File: src/design/amdd_pkg.sv
package amdd_pkg;

    localparam int ROW_INDEX_BITS    = 3;
    localparam int COLUMN_INDEX_BITS = 3;
    localparam int SAMPLE_PORT_BITS  = 10;
    localparam int THRESHOLD_BITS    = 10;
    localparam int EVENT_VALUE_BITS  = 7;
    localparam int EVENT_SHIFT       = 3;
    localparam int ZERO_LIMIT        = 2;

    localparam logic [THRESHOLD_BITS-1:0] THRESHOLD_RESET = THRESHOLD_BITS'(8);

    localparam logic MODE_SAMPLE = 1'b0;
    localparam logic MODE_PRIME  = 1'b1;

    typedef logic [ROW_INDEX_BITS-1:0]    row_t;
    typedef logic [COLUMN_INDEX_BITS-1:0] column_t;
    typedef logic [THRESHOLD_BITS-1:0]    threshold_t;
    typedef logic [EVENT_VALUE_BITS-1:0]  event_value_t;

endpackage

File: src/design/amdd_ram.sv
module amdd_ram #(
    parameter int WIDTH = 10,
    parameter int DEPTH = 64,
    localparam int ADDR_BITS = (DEPTH > 1) ? $clog2(DEPTH) : 1
) (
    input  logic                 aclk,
    input  logic                 wr_en,
    input  logic [ADDR_BITS-1:0] wr_addr,
    input  logic [WIDTH-1:0]     wr_data,
    input  logic                 rd_en,
    input  logic [ADDR_BITS-1:0] rd_addr,
    output logic [WIDTH-1:0]     rd_data
);

    logic [WIDTH-1:0] mem [DEPTH];
    logic [WIDTH-1:0] rd_data_reg;

    always_ff @(posedge aclk) begin
        if (wr_en) begin
            mem[wr_addr] <= wr_data;
        end
        // read returns the old word on a same-address write
        if (rd_en) begin
            rd_data_reg <= mem[rd_addr];
        end
    end

    assign rd_data = rd_data_reg;

endmodule

File: src/design/analog_matrix_deadband_detector.sv
// An accepted word passes the compare stage, then its event word the m_ output register.
// Throughput: 1 word per cycle unless m_ stalls; one RAM read at accept and one write back
// from the compare stage, with a same-channel write forwarded into the following word.
// Reset (aresetn low, synchronous): pipeline and output emptied, all channels read as
// zero through per-channel valid bits, threshold_reg returns to 8.
module analog_matrix_deadband_detector #(
    parameter int ROWS        = 8,
    parameter int COLUMNS     = 8,
    parameter int SAMPLE_BITS = 10
) (
    input  logic                                  aclk,
    input  logic                                  aresetn,

    input  logic                                  cfg_valid,
    output logic                                  cfg_ready,
    input  logic [amdd_pkg::THRESHOLD_BITS-1:0]   cfg_data,

    input  logic                                  s_valid,
    output logic                                  s_ready,
    input  logic                                  s_mode,
    input  logic [amdd_pkg::ROW_INDEX_BITS-1:0]   s_row_index,
    input  logic [amdd_pkg::COLUMN_INDEX_BITS-1:0] s_column_index,
    input  logic [amdd_pkg::SAMPLE_PORT_BITS-1:0] s_sample,

    output logic                                  m_valid,
    input  logic                                  m_ready,
    output logic [amdd_pkg::ROW_INDEX_BITS-1:0]   m_event_row,
    output logic [amdd_pkg::COLUMN_INDEX_BITS-1:0] m_event_column,
    output logic [amdd_pkg::EVENT_VALUE_BITS-1:0] m_event_value
);

    localparam int ROW_SPAN    = 1 << amdd_pkg::ROW_INDEX_BITS;
    localparam int COLUMN_SPAN = 1 << amdd_pkg::COLUMN_INDEX_BITS;
    localparam int ROWS_USED   = (ROWS < ROW_SPAN) ? ROWS : ROW_SPAN;
    localparam int COLS_USED   = (COLUMNS < COLUMN_SPAN) ? COLUMNS : COLUMN_SPAN;
    localparam int DEPTH       = ROWS_USED * COLS_USED;
    localparam int ADDR_BITS   = (DEPTH > 1) ? $clog2(DEPTH) : 1;
    localparam int WIDE_BITS   = (SAMPLE_BITS > amdd_pkg::SAMPLE_PORT_BITS) ?
                                 SAMPLE_BITS : amdd_pkg::SAMPLE_PORT_BITS;
    localparam int CMP_BITS    = (SAMPLE_BITS > amdd_pkg::THRESHOLD_BITS) ?
                                 SAMPLE_BITS : amdd_pkg::THRESHOLD_BITS;
    localparam int EV_HI       = amdd_pkg::EVENT_SHIFT + amdd_pkg::EVENT_VALUE_BITS - 1;

    // configuration
    amdd_pkg::threshold_t threshold_reg;

    assign cfg_ready = 1'b1;

    always_ff @(posedge aclk) begin
        if (!aresetn) begin
            threshold_reg <= amdd_pkg::THRESHOLD_RESET;
        end else if (cfg_valid) begin
            threshold_reg <= cfg_data;
        end
    end

    // accept side
    logic                   s_accept;
    logic [WIDE_BITS-1:0]   s_wide;
    logic [SAMPLE_BITS-1:0] s_fresh;
    logic                   s_inrange;
    logic [ADDR_BITS-1:0]   s_slot;

    assign s_wide  = WIDE_BITS'(s_sample);
    assign s_fresh = s_wide[SAMPLE_BITS-1:0];
    assign s_inrange =
        ({1'b0, s_row_index} < (amdd_pkg::ROW_INDEX_BITS + 1)'(ROWS_USED)) &&
        ({1'b0, s_column_index} < (amdd_pkg::COLUMN_INDEX_BITS + 1)'(COLS_USED));
    assign s_slot = s_inrange ?
        ADDR_BITS'(ADDR_BITS'(s_row_index) * ADDR_BITS'(COLS_USED) +
                   ADDR_BITS'(s_column_index)) : '0;

    // compare stage
    logic                          p1_valid_reg;
    logic                          p1_valid_next;
    logic                          p1_inrange_reg;
    logic                          p1_prime_reg;
    amdd_pkg::row_t                p1_row_reg;
    amdd_pkg::column_t             p1_col_reg;
    logic [SAMPLE_BITS-1:0]        p1_fresh_reg;
    logic [ADDR_BITS-1:0]          p1_slot_reg;
    logic                          p1_fwd_reg;
    logic [SAMPLE_BITS-1:0]        p1_fwd_data_reg;
    logic                          p1_entry_valid_reg;
    logic [DEPTH-1:0]              entry_valid_reg;

    logic                          p1_adv;
    logic [SAMPLE_BITS-1:0]        ram_rd_data;
    logic [SAMPLE_BITS-1:0]        held;
    logic [SAMPLE_BITS-1:0]        diff;
    logic                          big_change;
    logic                          settle_zero;
    logic                          p1_write;
    logic                          p1_event;
    logic                          wr_en;
    logic [SAMPLE_BITS-1:0]        wr_data;
    logic [WIDE_BITS-1:0]          p1_wide;

    logic                          m_valid_reg;
    logic                          m_valid_next;
    amdd_pkg::row_t                m_row_reg;
    amdd_pkg::column_t             m_col_reg;
    amdd_pkg::event_value_t        m_value_reg;

    assign p1_adv   = !m_valid_reg || m_ready;
    assign s_ready  = !p1_valid_reg || p1_adv;
    assign s_accept = s_valid && s_ready;

    always_comb begin
        if (p1_fwd_reg) begin
            held = p1_fwd_data_reg;
        end else if (p1_entry_valid_reg) begin
            held = ram_rd_data;
        end else begin
            held = '0;
        end
    end

    assign diff        = (p1_fresh_reg > held) ? p1_fresh_reg - held : held - p1_fresh_reg;
    assign big_change  = CMP_BITS'(diff) > CMP_BITS'(threshold_reg);
    assign settle_zero = (p1_fresh_reg != held) &&
                         (p1_fresh_reg < SAMPLE_BITS'(amdd_pkg::ZERO_LIMIT));
    assign p1_write    = p1_inrange_reg &&
                         ((p1_prime_reg == amdd_pkg::MODE_PRIME) || big_change || settle_zero);
    assign p1_event    = p1_inrange_reg && (p1_prime_reg == amdd_pkg::MODE_SAMPLE) &&
                         (big_change || settle_zero);
    assign wr_en       = p1_valid_reg && p1_adv && p1_write;
    assign wr_data     = ((p1_prime_reg == amdd_pkg::MODE_PRIME) || big_change) ?
                         p1_fresh_reg : '0;
    assign p1_wide     = WIDE_BITS'(p1_fresh_reg);

    amdd_ram #(
        .WIDTH (SAMPLE_BITS),
        .DEPTH (DEPTH)
    ) u_ram (
        .aclk    (aclk),
        .wr_en   (wr_en),
        .wr_addr (p1_slot_reg),
        .wr_data (wr_data),
        .rd_en   (s_accept),
        .rd_addr (s_slot),
        .rd_data (ram_rd_data)
    );

    always_comb begin
        p1_valid_next = p1_valid_reg;
        if (s_accept) begin
            p1_valid_next = 1'b1;
        end else if (p1_adv) begin
            p1_valid_next = 1'b0;
        end
    end

    always_comb begin
        m_valid_next = m_valid_reg;
        if (p1_adv) begin
            m_valid_next = p1_valid_reg && p1_event;
        end
    end

    always_ff @(posedge aclk) begin
        if (!aresetn) begin
            p1_valid_reg    <= 1'b0;
            m_valid_reg     <= 1'b0;
            entry_valid_reg <= '0;
        end else begin
            p1_valid_reg <= p1_valid_next;
            m_valid_reg  <= m_valid_next;
            if (wr_en) begin
                entry_valid_reg[p1_slot_reg] <= 1'b1;
            end
        end
    end

    always_ff @(posedge aclk) begin
        if (s_accept) begin
            p1_inrange_reg     <= s_inrange;
            p1_prime_reg       <= s_mode;
            p1_row_reg         <= s_row_index;
            p1_col_reg         <= s_column_index;
            p1_fresh_reg       <= s_fresh;
            p1_slot_reg        <= s_slot;
            // forward the word being written back to the same channel
            p1_fwd_reg         <= wr_en && (p1_slot_reg == s_slot);
            p1_fwd_data_reg    <= wr_data;
            p1_entry_valid_reg <= entry_valid_reg[s_slot];
        end
        if (p1_adv && p1_valid_reg && p1_event) begin
            m_row_reg   <= p1_row_reg;
            m_col_reg   <= p1_col_reg;
            m_value_reg <= p1_wide[EV_HI:amdd_pkg::EVENT_SHIFT];
        end
    end

    assign m_valid        = m_valid_reg;
    assign m_event_row    = m_row_reg;
    assign m_event_column = m_col_reg;
    assign m_event_value  = m_value_reg;

endmodule

File: config.mk
export PLATFORM = sky130hd
export DESIGN_NAME = analog_matrix_deadband_detector
export DESIGN_NICKNAME = d
export VERILOG_FILES = /design/src/design/amdd_pkg.sv /design/src/design/amdd_ram.sv /design/src/design/analog_matrix_deadband_detector.sv
export SDC_FILE = /design/constraint.sdc
export NUM_CORES = 1
export LEC_CHECK = 0
export BUFFER_PORTS_ARGS = -buffer_cell sky130_fd_sc_hd__buf_2
export CAP_MARGIN = 15
export CORE_ASPECT_RATIO = 1.25
export CORE_MARGIN = 3
export CORE_UTILIZATION = 50
export CTS_BUF_LIST = sky130_fd_sc_hd__clkbuf_8
export DETAILED_ROUTE_END_ITERATION = 8
export GPL_ROUTABILITY_DRIVEN = 0
export GPL_TIMING_DRIVEN = 0
export PLACE_DENSITY = 0.77
export SLEW_MARGIN = 5
export SYNTH_ARGS = -nofsm -noshare
export SYNTH_HDL_FRONTEND = slang
export SYNTH_HIERARCHICAL = 1
export SYNTH_SLANG_ARGS = --single-unit
File: constraint.sdc
create_clock -name aclk -period 10.1 [get_ports aclk]
set_input_delay 1.01 -clock aclk [delete_from_list [all_inputs] [get_ports aclk]]
set_output_delay 1.01 -clock aclk [all_outputs]
set_load 0.02 [all_outputs]
==> metrics.json <==
{
  "run_status": "completed",
  "cts_root_buffer": "clkbuf_8",
  "timing.critical_path.to_type": "flip-flop",
  "cells_along_the_critical_path": "nor2b_1 -> clkbuf_1 -> a22o_1 -> ha_1 -> fa_1 -> o21ai_1 -> a211oi_1 -> o31ai_1 -> buf_2 -> mux2i_1 -> xnor2_1 -> ha_1 -> and3_1 -> nand4_1 -> o21a_1 -> a31oi_1 -> nor2_1 -> nor2_1 -> nand4_1 -> nor2_1",
  "timing.critical_path.max_delay_family": "simple AND/OR/NAND/NOR gates",
  "post-synth-top-count-cell": "edfxtp_1",
  "area_growth_syn_to_layout_pct": 11.6,
  "final_nets": 1905,
  "syn_area_sq_um": 30900,
  "timing.max_slew.rel_slack_pct": 19.4,
  "post-route-period-util_pct": 74.3,
  "timing.final.hold_violations": 0,
  "synth-edff-count": 692,
  "post_detailed_route_drc_marker_count": 0,
  "finish.utilization_pct": 56.6,
  "accumulated_negative_setup_slack_ns": 0,
  "grt_first_pass_wirelength_um": 107000,
  "grtUsageMet1_pct": 26.6,
  "syn_nets": 1736,
  "power_uw": 6610,
  "worstReg2RegEnd": "u_ram/mem[63][0]$_DFFE_PP_",
  "placeableCoreArea_sq_um": 60900,
  "cts_tree": "done",
  "cts-htree-levels": 3,
  "cp.required_ns": 10.42,
  "worst_hold_path_type": "reg2reg",
  "synth_largest_area_cell": "edfxtp_1",
  "postRouteAntennaNets": 0,
  "synth_commonest_cells": "edfxtp_1, mux4_2, nand2_1",
  "port_buffers": 46,
  "crit_path_max_fanout": 10,
  "drtIter0Drc": 1898,
  "cts.clk_slew.worst_paths_ns": 0.07,
  "cts_resized": 0,
  "fp-row-count": 101,
  "whs_path_depth": 2,
  "dp_hpwl_um": 47100,
  "initial_utilization_pct": 50.7,
  "floorplan.die.height_um": 284,
  "clkLatencyLatePin_ns": 0.73,
  "r2r-start": "p1_entry_valid_reg$_DFFE_PP_",
  "netlist_instances": 1672,
  "asyncSetResetFlopFracSynth_pct": 0,
  "grt_overflow_total": 0,
  "grt_max_degree": 41,
  "sequential_cell_area_fraction_in_the_yosys_report_pct": 72.1,
  "fillCellCount": 4462,
  "io-pin-count": 48,
  "route.vias.total": 16500,
  "max_cap_viol_count": 0,
  "rr_worst_depth": 20,
  "design.die.area_sq_um": 64900,
  "cts_bufs_inserted": 109,
  "final_count_of_pins_violating_max_slew": 0,
  "setup.reg_to_reg.worst_slack_ns": 2.59,
  "worstMarginPinSlew_ns": 1.20,
  "via_per_inst": 6.00,
  "critical_path_class": "reg2reg",
  "fin_skew_ns": 0.0328,
  "path_common_cell": "nor2_1",
  "layout-drive-gt1-share_pct": 23.0,
  "grt_util_all_layers_pct": 21.9,
  "post_layout_nonfiller_instances": 2753,
  "numPlacedInstances": 2553,
  "syn_area_per_cell_sq_um": 18.5,
  "postCtsHoldBufs": 0,
  "power-per-cell-area_nw_per_um2": 192,
  "max_reg_flops": 640,
  "critPathBufInv": 2,
  "cts-root-to-sink-buffers": 3,
  "synth.top_cells.by_area": "edfxtp_1, mux4_2, dfxtp_1, mux2i_1, ha_1",
  "clock.fmax_ghz": 0.133,
  "vias_in_the_first_global_route": 17300,
  "routed_wire_per_std_cell_um": 25.5,
  "finalWirelength_um": 70300,
  "warning_count_from_the_yosys_run": 6,
  "globalRoute.busiestLayer": "met2",
  "die-width_um": 228,
  "final-setup-viol-count": 0,
  "synth-seq-cells": 768,
  "cts.repair_timing.setup_buffer_count": 0,
  "grt_setup_unrepaired": "false",
  "total_leakage_power_uw": 0.0113,
  "min_to": "entry_valid_reg[23]$_SDFFE_PN0P_",
  "worst_ir_drop_vdd_v": 0.000103,
  "timing.critical_path.arrival_ns": 7.82,
  "antenna_violations_before_repair": 1,
  "hold_path.startpoint": "entry_valid_reg[23]$_SDFFE_PN0P_",
  "crit_slowest_cell": "nor2_1",
  "synth_largest_type_area_fraction_pct": 67.2,
  "cp-start-kind": "flip-flop",
  "met3_usage_pct": 4.53,
  "grtUsageMet2_pct": 37.5,
  "final_period_minus_worst_setup_slack_ns": 7.51,
  "cts_num_sinks": 768,
  "max_stage_delay_ns": 1.18,
  "synth_cell_types": 56,
  "synth_flop_cell": "edfxtp_1",
  "drt_first_pass_iters": 6
}
[per-layer routing]
metal | vias up | part of all wire [%]
met5 | - | 0
met4 | 0 | 4.4
met3 | 195 | 8.1
met2 | 854 | 51
met1 | 8434 | 36
li1 | 7034 | -
[through the flow]
step                hold slack [ns]  worst slack [ns]  cell area [sq um]
floorplan                     0.423              4.64              30900
global placement              0.431              2.76              32200
detailed placement            0.441              2.76              32400
CTS                           0.389              2.72              34500
global route                  0.430              2.14              34500
finish                        0.447              2.59              34500
[worst reg2reg max path, stage by stage (launching register included)]
cell and delay [ns]:
edfxtp_1 0.42, nor2b_1 0.15, clkbuf_1 0.21, a22o_1 0.30, ha_1 0.24, fa_1 0.44, o21ai_1 0.34, a211oi_1 0.17
o31ai_1 0.23, buf_2 0.31, mux2i_1 0.26, xnor2_1 0.09, ha_1 0.29, and3_1 0.20, nand4_1 0.17, o21a_1 0.24
a31oi_1 0.44, nor2_1 0.12, nor2_1 0.54, nand4_1 0.74, nor2_1 1.18
[worst max path at each step]
stage / from / endpoint / slack [ns] / cells past startpoint
6_report: p1_entry_valid_reg$_DFFE_PP_ / u_ram/mem[63][0]$_DFFE_PP_ / 2.59 / 20
4_1_cts: p1_entry_valid_reg$_DFFE_PP_ / u_ram/mem[22][4]$_DFFE_PP_ / 2.72 / 21
3_5_place_dp: p1_entry_valid_reg$_DFFE_PP_ / u_ram/mem[22][1]$_DFFE_PP_ / 2.76 / 21
3_3_place_gp: p1_entry_valid_reg$_DFFE_PP_ / u_ram/mem[22][1]$_DFFE_PP_ / 2.76 / 18
5_1_grt: p1_entry_valid_reg$_DFFE_PP_ / u_ram/mem[38][3]$_DFFE_PP_ / 2.14 / 21
2_1_floorplan: p1_entry_valid_reg$_DFFE_PP_ / u_ram/mem[30][0]$_DFFE_PP_ / 4.64 / 21
[cell usage in the layout (no fill, tap or decap), types with 13 or more instances in the layout]
cell type  count
a211oi_1      13
a21oi_1       17
a22o_1        15
buf_2         63
buf_4         17
clkbuf_1      46
clkbuf_8     114
clkinv_1      27
clkinv_2      16
dfxtp_1       76
edfxtp_1     692
ha_1          30
inv_1         61
mux2i_1       71
mux4_2       174
nand2_1       98
nor2_1        92
nor2b_1       28
o21ai_1       69
o22ai_1       15
[cells by family (layout without fill, tap and decap cells)]
kind of cell             count (synthesis)  after routing  synth area share (%)
other                                    1              2                0.0121
AND/OR/NAND/NOR                        286            286                  4.24
adder cells (fa/ha/maj)                 32             32                  1.34
AO/OA/AOI/OAI                          187            187                  4.00
multiplexers                           263            263                  16.0
XOR/XNOR                                14             14                 0.397
flip-flops                             768            768                  72.1
buffers and inverters                  121            377                  1.88
[where the power goes]
part / total, uW / switching [uW] / internal [uW]
logic: 658 / 442 / 216
clock network: 2300 / 1140 / 1150
registers: 3660 / 16.4 / 3640
[cell type report]
cell class / instances / area [sq um] / share of cell area, %
well taps: 824 / 1030 / 2.99
clock inverters: 84 / 480 / 1.39
diodes: 1 / 2.50 / 0.00726
multi-input cells: 783 / 8050 / 23.4
flip-flops and latches: 768 / 22300 / 64.7
clock buffers: 114 / 1570 / 4.55
repair buffers: 58 / 472 / 1.37
inverters: 32 / 120 / 0.348
plain buffers: 89 / 460 / 1.33
(Power assumes the default switching activity.)
